## src/rtl/ecc_pkg.sv

```systemverilog
// Shared types, constants and helpers for the escape cook codec.
package ecc_pkg;

    localparam int CFG_INDEX_W = 3;
    localparam int CFG_DATA_W  = 64;

    localparam logic [CFG_INDEX_W-1:0] CFG_DIRECTION = 3'd0;
    localparam logic [CFG_INDEX_W-1:0] CFG_LINE_MODE = 3'd1;
    localparam logic [CFG_INDEX_W-1:0] CFG_LINE_LIM  = 3'd2;
    localparam logic [CFG_INDEX_W-1:0] CFG_MASK_0    = 3'd3;
    localparam logic [CFG_INDEX_W-1:0] CFG_MASK_1    = 3'd4;
    localparam logic [CFG_INDEX_W-1:0] CFG_MASK_2    = 3'd5;
    localparam logic [CFG_INDEX_W-1:0] CFG_MASK_3    = 3'd6;

    localparam logic       DIR_ENCODE = 1'b0;
    localparam logic       MODE_ASCII = 1'b0;
    localparam logic [6:0] LIMIT_RESET = 7'd78;
    localparam logic [63:0] MASK0_RESET = 64'd1035087116799;
    localparam logic [63:0] MASK1_RESET = 64'h8000_0000_0000_0000;
    localparam logic [63:0] MASK2_RESET = 64'hFFFF_FFFF_FFFF_FFFF;
    localparam logic [63:0] MASK3_RESET = 64'hFFFF_FFFF_FFFF_FFFF;

    localparam logic [7:0] ESC_BASE    = 8'o044;
    localparam logic [7:0] CODE_OFFSET = 8'o050;
    localparam logic [7:0] CR_BYTE     = 8'o015;

    typedef struct packed {
        logic [7:0] data_byte;
        logic       end_of_block;
    } t_in_item;

    typedef struct packed {
        logic [7:0] out_byte;
        logic       last_of_run;
    } t_out_item;

    typedef struct packed {
        logic         direction;
        logic         line_mode;
        logic [6:0]   line_limit;
        logic [255:0] escape_mask;
    } t_cfg;

    // Results of one item: count of valid bytes (0..3) and the bytes in order.
    typedef struct packed {
        logic [1:0]      count;
        logic [2:0][7:0] bytes;
    } t_run;

    function automatic logic is_flagged(input logic [255:0] mask, input logic [7:0] b);
        return mask[b];
    endfunction

endpackage

```

## src/rtl/ecc_cfg.sv

```systemverilog
// Configuration registers of the escape cook codec.
module ecc_cfg (
    input  logic                            i_clk,
    input  logic                            i_rst_n,
    input  logic                            i_cfg_we,
    input  logic [ecc_pkg::CFG_INDEX_W-1:0] i_cfg_index,
    input  logic [ecc_pkg::CFG_DATA_W-1:0]  i_cfg_data,
    output ecc_pkg::t_cfg                   o_cfg
);
    import ecc_pkg::*;

    logic         r_direction;
    logic         r_line_mode;
    logic [6:0]   r_line_limit;
    logic [255:0] r_mask;

    always_ff @(posedge i_clk) begin
        if (!i_rst_n) begin
            r_direction  <= DIR_ENCODE;
            r_line_mode  <= MODE_ASCII;
            r_line_limit <= LIMIT_RESET;
            r_mask       <= {MASK3_RESET, MASK2_RESET, MASK1_RESET, MASK0_RESET};
        end else if (i_cfg_we) begin
            unique case (i_cfg_index)
                CFG_DIRECTION: r_direction  <= i_cfg_data[0];
                CFG_LINE_MODE: r_line_mode  <= i_cfg_data[0];
                CFG_LINE_LIM:  r_line_limit <= i_cfg_data[6:0];
                CFG_MASK_0:    r_mask[63:0]    <= i_cfg_data;
                CFG_MASK_1:    r_mask[127:64]  <= i_cfg_data;
                CFG_MASK_2:    r_mask[191:128] <= i_cfg_data;
                CFG_MASK_3:    r_mask[255:192] <= i_cfg_data;
                default: ;
            endcase
        end
    end

    assign o_cfg = '{direction:   r_direction,
                     line_mode:   r_line_mode,
                     line_limit:  r_line_limit,
                     escape_mask: r_mask};

endmodule

```

## src/rtl/ecc_core.sv

```systemverilog
// Input register, per-item encode/decode logic and codec state.
module ecc_core (
    input  logic              i_clk,
    input  logic              i_rst_n,
    input  ecc_pkg::t_cfg     i_cfg,
    input  logic              i_in_valid,
    output logic              o_in_stall,
    input  ecc_pkg::t_in_item i_in_item,
    input  logic              i_buf_free,
    output logic              o_load,
    output ecc_pkg::t_run     o_run
);
    import ecc_pkg::*;

    logic       r_in_valid;
    t_in_item   r_in;
    logic [6:0] r_line_count;
    logic       r_pending;
    logic [1:0] r_group;

    logic [6:0] n_line_count;
    logic       n_pending;
    logic [1:0] n_group;

    logic [7:0] b;
    logic [7:0] c;
    logic [7:0] look;
    logic       flag;
    logic [7:0] cnt;
    logic       ascii;
    logic       cr;
    t_run       run;

    assign o_load     = r_in_valid && i_buf_free;
    assign o_in_stall = r_in_valid && !i_buf_free;

    always_ff @(posedge i_clk) begin
        if (!i_rst_n) begin
            r_in_valid <= 1'b0;
        end else if (i_in_valid && !o_in_stall) begin
            r_in_valid <= 1'b1;
        end else if (o_load) begin
            r_in_valid <= 1'b0;
        end
    end

    always_ff @(posedge i_clk) begin
        if (i_in_valid && !o_in_stall) begin
            r_in <= i_in_item;
        end
    end

    always_ff @(posedge i_clk) begin
        if (!i_rst_n) begin
            r_line_count <= '0;
            r_pending    <= 1'b0;
            r_group      <= '0;
        end else if (o_load) begin
            r_line_count <= n_line_count;
            r_pending    <= n_pending;
            r_group      <= n_group;
        end
    end

    always_comb begin
        b     = r_in.data_byte;
        ascii = (i_cfg.line_mode == MODE_ASCII);
        c     = ascii ? {1'b0, b[6:0]} : b;
        look  = (i_cfg.direction == DIR_ENCODE) ? b : c;
        flag  = is_flagged(i_cfg.escape_mask, look);
        cnt   = {1'b0, r_line_count} + (flag ? 8'd2 : 8'd1);
        // In ASCII line mode the end-of-block CR always fires, whatever the line count.
        cr    = ascii && ((cnt > {1'b0, i_cfg.line_limit}) || r_in.end_of_block);

        run          = '0;
        n_line_count = r_line_count;
        n_pending    = r_pending;
        n_group      = r_group;

        if (i_cfg.direction == DIR_ENCODE) begin
            if (flag) begin
                run.bytes[0] = ESC_BASE + {6'd0, b[7:6]};
                run.bytes[1] = {2'b00, b[5:0]} + CODE_OFFSET;
                run.bytes[2] = CR_BYTE;
                run.count    = cr ? 2'd3 : 2'd2;
            end else begin
                run.bytes[0] = b;
                run.bytes[1] = CR_BYTE;
                run.count    = cr ? 2'd2 : 2'd1;
            end
            if (ascii) begin
                n_line_count = cr ? 7'd0 : cnt[6:0];
            end
        end else begin
            if (r_pending) begin
                n_pending    = 1'b0;
                run.bytes[0] = (c - CODE_OFFSET) | {r_group, 6'd0};
                run.count    = 2'd1;
            end else if (!flag) begin
                run.bytes[0] = c;
                run.count    = 2'd1;
            end else if (c[7:2] == ESC_BASE[7:2]) begin
                // Start an escape; the next item completes it.
                n_pending = 1'b1;
                n_group   = c[1:0];
            end
        end
    end

    assign o_run = run;

`ifndef SYNTHESIS
    a_encode_emits: assert property (@(posedge i_clk) disable iff (!i_rst_n)
        (o_load && i_cfg.direction == DIR_ENCODE) |-> (o_run.count != 2'd0))
        else $error("encode item produced no result");

    a_decode_single: assert property (@(posedge i_clk) disable iff (!i_rst_n)
        (o_load && i_cfg.direction != DIR_ENCODE) |-> (o_run.count == 2'd0 || o_run.count == 2'd1))
        else $error("decode item produced more than one result");

    a_hold_stalled: assert property (@(posedge i_clk) disable iff (!i_rst_n)
        (r_in_valid && !i_buf_free) |=> r_in_valid)
        else $error("stalled input item lost");

    a_pending_clears: assert property (@(posedge i_clk) disable iff (!i_rst_n)
        (o_load && r_pending && i_cfg.direction != DIR_ENCODE) |=> !r_pending)
        else $error("pending escape not consumed");
`endif

endmodule

```

## src/rtl/ecc_out.sv

```systemverilog
// Result buffer that hands out up to three bytes of one item, one per cycle while the output is not stalled.
module ecc_out (
    input  logic               i_clk,
    input  logic               i_rst_n,
    input  logic               i_load,
    input  ecc_pkg::t_run      i_run,
    output logic               o_buf_free,
    output logic               o_out_valid,
    input  logic               i_out_stall,
    output ecc_pkg::t_out_item o_out_item
);
    import ecc_pkg::*;

    logic [1:0]      r_cnt;
    logic [1:0]      r_idx;
    logic [2:0][7:0] r_buf;

    logic       last;
    logic       take;
    logic [7:0] cur;

    assign o_out_valid = (r_cnt != 2'd0);
    assign last        = (r_idx == r_cnt - 2'd1);
    assign take        = o_out_valid && !i_out_stall;
    assign o_buf_free  = !o_out_valid || (take && last);

    always_comb begin
        case (r_idx)
            2'd0:    cur = r_buf[0];
            2'd1:    cur = r_buf[1];
            default: cur = r_buf[2];
        endcase
    end

    assign o_out_item = '{out_byte: cur, last_of_run: last};

    always_ff @(posedge i_clk) begin
        if (!i_rst_n) begin
            r_cnt <= '0;
            r_idx <= '0;
        end else if (i_load) begin
            r_cnt <= i_run.count;
            r_idx <= '0;
        end else if (take) begin
            if (last) begin
                r_cnt <= '0;
                r_idx <= '0;
            end else begin
                r_idx <= r_idx + 2'd1;
            end
        end
    end

    always_ff @(posedge i_clk) begin
        if (i_load) begin
            r_buf <= i_run.bytes;
        end
    end

`ifndef SYNTHESIS
    a_idx_in_range: assert property (@(posedge i_clk) disable iff (!i_rst_n)
        (r_cnt != 2'd0) |-> (r_idx < r_cnt))
        else $error("result index beyond count");

    a_load_when_free: assert property (@(posedge i_clk) disable iff (!i_rst_n)
        i_load |-> o_buf_free)
        else $error("result buffer overwritten");

    a_advance: assert property (@(posedge i_clk) disable iff (!i_rst_n)
        (take && !last && !i_load) |=> (r_idx == $past(r_idx) + 2'd1))
        else $error("result index did not advance");
`endif

endmodule

```

## src/rtl/escape_cook_codec.sv

```systemverilog
// Escape cook codec: byte-stuffing encoder and decoder for a serial link.
// Each item passes an input register and a single stage of encode or decode
// logic into a three-byte result buffer, which sends one byte per cycle while
// the output is not stalled. An item yields no byte or one, an escaped byte
// yields two, and an inserted carriage return adds one more; the buffer holds
// off the next item until these bytes are out. A new item is taken in the cycle
// the buffer hands out the last byte of the previous one. An accepted item
// passes the input register and then the result buffer before its first byte
// appears. Write configuration only while the codec is idle.
module escape_cook_codec (
    input  logic                            i_clk,
    input  logic                            i_rst_n,
    input  logic                            i_cfg_we,
    input  logic [ecc_pkg::CFG_INDEX_W-1:0] i_cfg_index,
    input  logic [ecc_pkg::CFG_DATA_W-1:0]  i_cfg_data,
    input  logic                            i_in_valid,
    output logic                            o_in_stall,
    input  ecc_pkg::t_in_item               i_in_item,
    output logic                            o_out_valid,
    input  logic                            i_out_stall,
    output ecc_pkg::t_out_item              o_out_item
);
    import ecc_pkg::*;

    t_cfg cfg;
    t_run run;
    logic load;
    logic buf_free;

    ecc_cfg u_cfg (
        .i_clk       (i_clk),
        .i_rst_n     (i_rst_n),
        .i_cfg_we    (i_cfg_we),
        .i_cfg_index (i_cfg_index),
        .i_cfg_data  (i_cfg_data),
        .o_cfg       (cfg)
    );

    ecc_core u_core (
        .i_clk      (i_clk),
        .i_rst_n    (i_rst_n),
        .i_cfg      (cfg),
        .i_in_valid (i_in_valid),
        .o_in_stall (o_in_stall),
        .i_in_item  (i_in_item),
        .i_buf_free (buf_free),
        .o_load     (load),
        .o_run      (run)
    );

    ecc_out u_out (
        .i_clk       (i_clk),
        .i_rst_n     (i_rst_n),
        .i_load      (load),
        .i_run       (run),
        .o_buf_free  (buf_free),
        .o_out_valid (o_out_valid),
        .i_out_stall (i_out_stall),
        .o_out_item  (o_out_item)
    );

endmodule
```

## config.mk

```make
export PLATFORM = sky130hd
export DESIGN_NAME = escape_cook_codec
export DESIGN_NICKNAME = d
export VERILOG_FILES = /design/src/rtl/ecc_pkg.sv /design/src/rtl/ecc_cfg.sv /design/src/rtl/ecc_core.sv /design/src/rtl/ecc_out.sv /design/src/rtl/escape_cook_codec.sv
export SDC_FILE = /design/constraint.sdc
export NUM_CORES = 1
export LEC_CHECK = 0
export ABC_CLOCK_PERIOD_IN_PS = 14200
export BUFFER_PORTS_ARGS = -buffer_cell sky130_fd_sc_hd__buf_4
export CAP_MARGIN = 20
export CORE_MARGIN = 5
export CORE_UTILIZATION = 55
export CTS_CLUSTER_DIAMETER = 120
export DETAILED_ROUTE_END_ITERATION = 10
export PLACE_DENSITY = 0.82
export SLEW_MARGIN = 0
export SYNTH_ARGS = -nofsm -noshare
export SYNTH_HDL_FRONTEND = slang
export SYNTH_SLANG_ARGS = --single-unit
```

## constraint.sdc

```tcl
create_clock -name i_clk -period 14.2 [get_ports i_clk]
set_input_delay 0 -clock i_clk [delete_from_list [all_inputs] [get_ports i_clk]]
set_output_delay 0 -clock i_clk [all_outputs]
set_load 0.05 [all_outputs]
```

Yosys cells after proc, flatten, opt, wreduce, memory -nomap -nowiden
Cells that the tools add are included.

Bitwise gates (word level): 6. Equal/unequal tests: 9. Add/sub/neg operators: 6. Reductions and logical operators: 31. Shift operators: 0. Multipliers: 0. Muxes and demuxes: 27. Magnitude comparators: 2. Divide/modulo/power cells: 0.

Operators by type and width (number): $mux W8 (5); $mux W2 (9); $reduce_and A2 Y1 (9); $pmux W8 S2 (1); $mux W12 (1); $eq A3 B3 Y1 const B (3); $lt A8 B9 Y1 const B (1); $add A7 B8 Y8 (1); $bmux W1 S8 (1); $gt A8 B7 Y1 (1); $mux W1 (8); $or A8 B8 Y8 (1); $reduce_bool A2 Y1 (4); $sub A8 B6 Y8 const B (1); $add A6 B2 Y7 const A (1); $add A6 B6 Y7 const B (1); $mux W7 (1); $eq A3 B2 Y1 const B (2); $eq A6 B4 Y1 const B (1); $logic_and A1 B1 Y1 (6); $not A1 Y1 (5); $reduce_and A5 Y1 (1); $logic_not A1 Y1 (4); $mux W4 (1); other kinds (10) (12).

Register bits: 312. Bits of input ports: 81. Memories: 0. Output and inout bits: 11. Bits in latches: 0. Logic and storage cells: 100. RAM bits: 0. Memory bits (read-only): 0.

Longest topological paths before layout
Word-level depth: 13. Gate-level depth with buffers: 26. Depth with buffers taken out: 21.

Modules after synthesis
Synthesis repeated with hierarchy kept, for this count alone.

Cell total of the unflattened synthesis: 1463. Area, all modules: 15356.0 um2.

By module, submodules not included: ecc_cfg (seq. area each 5305.1 um2, cells each 1008, instances 1, area each 10555.1 um2); ecc_core (seq. area each 490.5 um2, cells each 376, instances 1, area each 3696.0 um2); ecc_out (seq. area each 800.8 um2, cells each 79, instances 1, area each 1104.8 um2).

Least setup slack after synthesis
Ideal clock, no wire load.

Path type: register to register. Start point: register u_core.r_in (netlist bit u_core.b[0]). End point: register u_core.r_line_count[0]. Library setup time: 63 ps. Data arrival time: 4686 ps. Period minus slack after synthesis: 4748 ps. Buffers on the path: 5. Stages on the path, launching flop included: 23. Setup slack: 9452 ps. Required time: 14137 ps. Cell sequence: edfxtp_1 > buf_6 > buf_8 > buf_6 > buf_6 > mux2i_1 > a22oi_1 > nor3b_1 > a2111oi_2 > a32oi_2 > nand2_4 > buf_8 > ha_1 > fa_1 > ha_1 > nor2b_1 > o21a_1 > o21a_1 > o21a_1 > o21a_1 > o221a_2 > nor4b_2 > a32o_1.

Longest elaborated chain between the ends: 10.

RTL lines: from (decl) (line ecc_core.sv:16) `t_in_item r_in;`; from (signal assigned) (line ecc_core.sv:49) `r_in <= i_in_item;`; $mux W8 (line ecc_core.sv:68) `c = ascii ? {1'b0, b[6:0]} : b;`; $mux W8 (*) (line ecc_core.sv:69) `look = (i_cfg.direction == DIR_ENCODE) ? b : c;`; $bmux W1 S8 (*) (line ecc_pkg.sv:51) `return mask[b];`; $mux W1 (implied by the code) (*) (line ecc_pkg.sv:51); $mux W2 (*) (line ecc_core.sv:71) `cnt = {1'b0, r_line_count} + (flag ? 8'd2 : 8'd1);`; $add A7 B8 Y8 (*) (line ecc_core.sv:71); $gt A8 B7 Y1 (line ecc_core.sv:73) `cr = ascii && ((cnt > {1'b0, i_cfg.line_limit}) || r_in.end_of_block);`; $logic_or A1 B1 Y1 (line ecc_core.sv:73); $logic_and A1 B1 Y1 (line ecc_core.sv:73); $mux W7 (*) (line ecc_core.sv:92) `n_line_count = cr ? 7'd0 : cnt[6:0];`; to (signal assigned) (line ecc_core.sv:59) `r_line_count <= n_line_count;`; to (decl) (line ecc_core.sv:17) `logic [6:0] r_line_count;`.

Mark *: on every way between the ends. The rest lies on a longest branch, timed or not. The select of a mux whose other input is x is not followed. A chain may end at the register's enable or synchronous reset.

Final worst setup path
Start point: register u_core.r_in (netlist bit u_core.b[0]). End point: register u_core.r_line_count[4].

Same word-level chain as after synthesis.

==> results.py <==
metrics = {
    "synthesis": {
        "synthArstFlopShare": 0,
        "synth_fp_nets": 1641,
        "yosysTopAreaCellShare": 0.409,
        "synthTopCellsByArea": "dfxtp_1 41%, nand2_1 15%, mux4_2 7.4%, nand3_1 6.6%, edfxtp_1 5.5%",
        "yosys_warnings": 0,
        "avgSynthCellArea_um2": 8.88,
        "synthFlopType": "dfxtp_1",
        "ys_seq_area_frac": 0.464,
        "synth.most_common_cell": "nand2_1",
        "netlist_area_mm2": 0.0137,
        "yosys-top-cells-count": "540 x nand2_1, 280 x dfxtp_1, 180 x nand3_1",
        "yosys_register_bits": 305,
        "synth_edf_count": 25,
        "ys_types": 61,
        "synth_top_area_cell": "dfxtp_1",
        "postSynthCellCount": 1544,
    },
    "global_routing": {
        "grt_use_met1": 0.351,
        "antenna_found_initial": 0,
        "grt_overflow": 0,
        "grt_pass1_wl_um": 60400,
        "grt_max_degree": 110,
        "grt_use_met3": 0.0361,
        "grt_pass1_vias": 11500,
        "grt.total_usage": 0.256,
        "grt.busiest_layer": "met2",
        "grt_util_met2": 0.423,
    },
    "route": {
        "detailedRoute.firstIterationViolations": 1260,
        "drt-total-wl_um": 37000,
        "firstDrtPassIters": 5,
        "drc": 0,
        "via_per_inst": 5.89,
        "vias": 11800,
        "drtAntennaViolNets": 0,
        "post_drt_wl_per_cell_um": 18.5,
    },
    "floorplanning": {
        "rows": 57,
        "die-area_mm2": 0.0282,
        "die_w_um": 168,
        "initial_utilization": 0.560,
        "ioPinCount": 92,
        "core_mm2": 0.0245,
        "die_y_um": 168,
    },
    "clock_network": {
        "post_cts_buffers": 0,
        "cts-root-buf": "clkbuf_16",
        "cts_made_buffers": 31,
        "clock_latency_ps": 570,
        "clkTransAtPathRegs_ps": 60,
        "tritoncts": "done",
        "cts.sink_count": 305,
        "h-tree-depth": 1,
        "cts_max_path_buffers": 3,
    },
    "setup_path": {
        "critical_path_class": "flip-flop to flip-flop",
        "crit_required_ps": 14690,
        "worstPathCellList": "buf_4 > buf_4 > mux4_1 > mux2i_1 > a221oi_1 > a211o_1 > a2bb2oi_1 > nand2_4 > ha_1 > fa_1 > ha_1 > nor2b_1 > o21a_1 > o21a_1 > o21a_1 > o21a_1 > o221a_2 > nor4b_2 > a32o_1",
        "cp_slowest_stage_delay_ps": 730,
        "cp.arrival_ps": 7270,
        "critPathCaptureType": "flip-flop",
        "cp_slowest_cell": "buf_4",
        "cp-start-kind": "flip-flop",
        "reg2reg_depth": 19,
        "timing.rr.start": "u_core.b[0]",
        "crit_path_start": "u_core.b[0]",
        "cpMostUsedCell": "o21a_1",
        "crit_fanout": 49,
    },
    "placed_design": {
        "place_congestion": 0.870,
        "port_buffers": 91,
        "dp_slack_ps": 7420,
        "dpl.cell_count": 1859,
        "dp_hpwl_um": 22700,
        "placed_cell_area_mm2": 0.0144,
    },
    "sta": {
        "fin_skew_ps": 23.1,
        "timing.final.crit_share": 0.477,
        "drv_slew": 0,
        "hold_ws_ps": 12.5,
        "worst_slew_pin_slew_ps": 1090,
        "max_freq_ghz": 0.148,
        "layout_setup_ws_ps": 7420,
        "hold_viol_final": 0,
        "period_minus_slack_ps": 6780,
        "max-slew-margin-rel": 0.272,
        "finalSetupViolations": 0,
        "fin_setup_tns_ps": 0,
        "rsz0062_at_grt": "no",
    },
    "pwr": {
        "power.density_mw_per_mm2": 120,
        "report.power.total_mw": 1.94,
        "vdd_ir_drop_max_mv": 0.0919,
        "p_leak_nw": 6.60,
    },
    "final_layout": {
        "syn2layout_area_growth_pct": 18.1,
        "post-route-util": 0.662,
        "finalNonFillerCells": 1996,
        "num_antenna_cells": 0,
        "nNetsFinal": 1745,
        "fin_area_mm2": 0.0162,
        "drive_above_1_share": 0.133,
    },
    "flow_run": {
        "maxCapViolCount": 0,
    },
    "worst_hold_path": {
        "min_path_cells": 5,
        "worstHoldStart": "i_cfg_we",
        "hp-class": "input pin to flip-flop",
    },
    "outcome": {
        "outcome": "complete, no violations",
    },
}
-- registers in the layout, summed over array words and instances (netlist names), 2 cells and up --
name / cells
u_cfg.r_line_limit: 7
u_cfg.r_mask: 256
u_core.b: 8
u_core.r_group: 2
u_core.r_line_count: 7
u_out.r_buf: 16
u_out.r_cnt: 2
u_out.r_idx: 2
-- per-layer routing --
metal	up-vias	wire (um)
met1	5658	15500
li1	5502	-
met3	93	2700
met5	-	0
met4	0	1150
met2	513	17600
-- cell families after synthesis --
| logic type | count (synthesis) | share of synthesized area |
|---|---|---|
| AO/OA/AOI/OAI | 191 | 0.103 |
| XOR/XNOR | 9 | 0.00575 |
| adder cells (fa/ha/maj) | 16 | 0.0152 |
| buffers and inverters | 133 | 0.0444 |
| flip-flops | 305 | 0.464 |
| multiplexers | 92 | 0.121 |
| AND/OR/NAND/NOR | 798 | 0.247 |
-- timing repair --
| action | in CTS | in global routing |
|---|---|---|
| endpoints found under the hold margin | 277 | 0 |
| hold buffers | 80 | 0 |
| setup endpoints to repair | 0 | 0 |
| resized for setup | 0 | 0 |
-- path summary, 6_finish.rpt --
check,end,slack [ps]
hold / removal,u_cfg.r_direction,10
hold reg to reg,u_cfg.r_mask[23],460
setup reg to reg,u_core.r_line_count[4],7420
setup / recovery,u_core.r_line_count[4],7420
-- power by group --
part | switching, mW | internal, mW
clock network | 0.337 | 0.458
registers | 0.0204 | 0.900
logic | 0.132 | 0.0958
-- area by class of cell --
class	instances	area (um^2)
inverters	19	73.8
repair buffers	185	1590
well taps	324	405
fillers	1861	8270
multi-input cells	1106	6780
flip-flops and latches	305	6360
clock buffers	51	921
clock inverters	6	62.6
-- placed cells by master (no fill, tap or decap), drive strengths merged, types with 4 or more instances in the layout --
cell / netlist / final
clkinv: 2 / 6
edfxtp: 25 / 25
a21oi: 18 / 18
o22ai: 4 / 4
nand3: 180 / 180
nor2b: 21 / 21
buf: 25 / 105
clkbuf: 89 / 51
nand2: 542 / 542
inv: 17 / 18
dfxtp: 280 / 280
a21boi: 93 / 93
nand2b: 6 / 6
and2: 5 / 5
nor3: 11 / 11
nor2: 16 / 16
mux2i: 28 / 28
o21ai: 19 / 19
a32o: 7 / 7
dlygate4sd3: 0 / 80
mux2: 9 / 9
ha: 15 / 15
xnor2: 6 / 6
mux4: 55 / 55
a22oi: 14 / 14
a22o: 6 / 6
o21a: 6 / 6
-- worst max-delay path, delay by kind of cell (launching register included) --
kind / cells / cell delay (ps)
adder cells (fa/ha/maj): 3 / 1120
multiplexers: 2 / 470
AO/OA/AOI/OAI: 9 / 2240
AND/OR/NAND/NOR: 3 / 1060
flip-flops: 1 / 640
buffers and inverters: 2 / 1140
(Power assumes the default switching activity.)
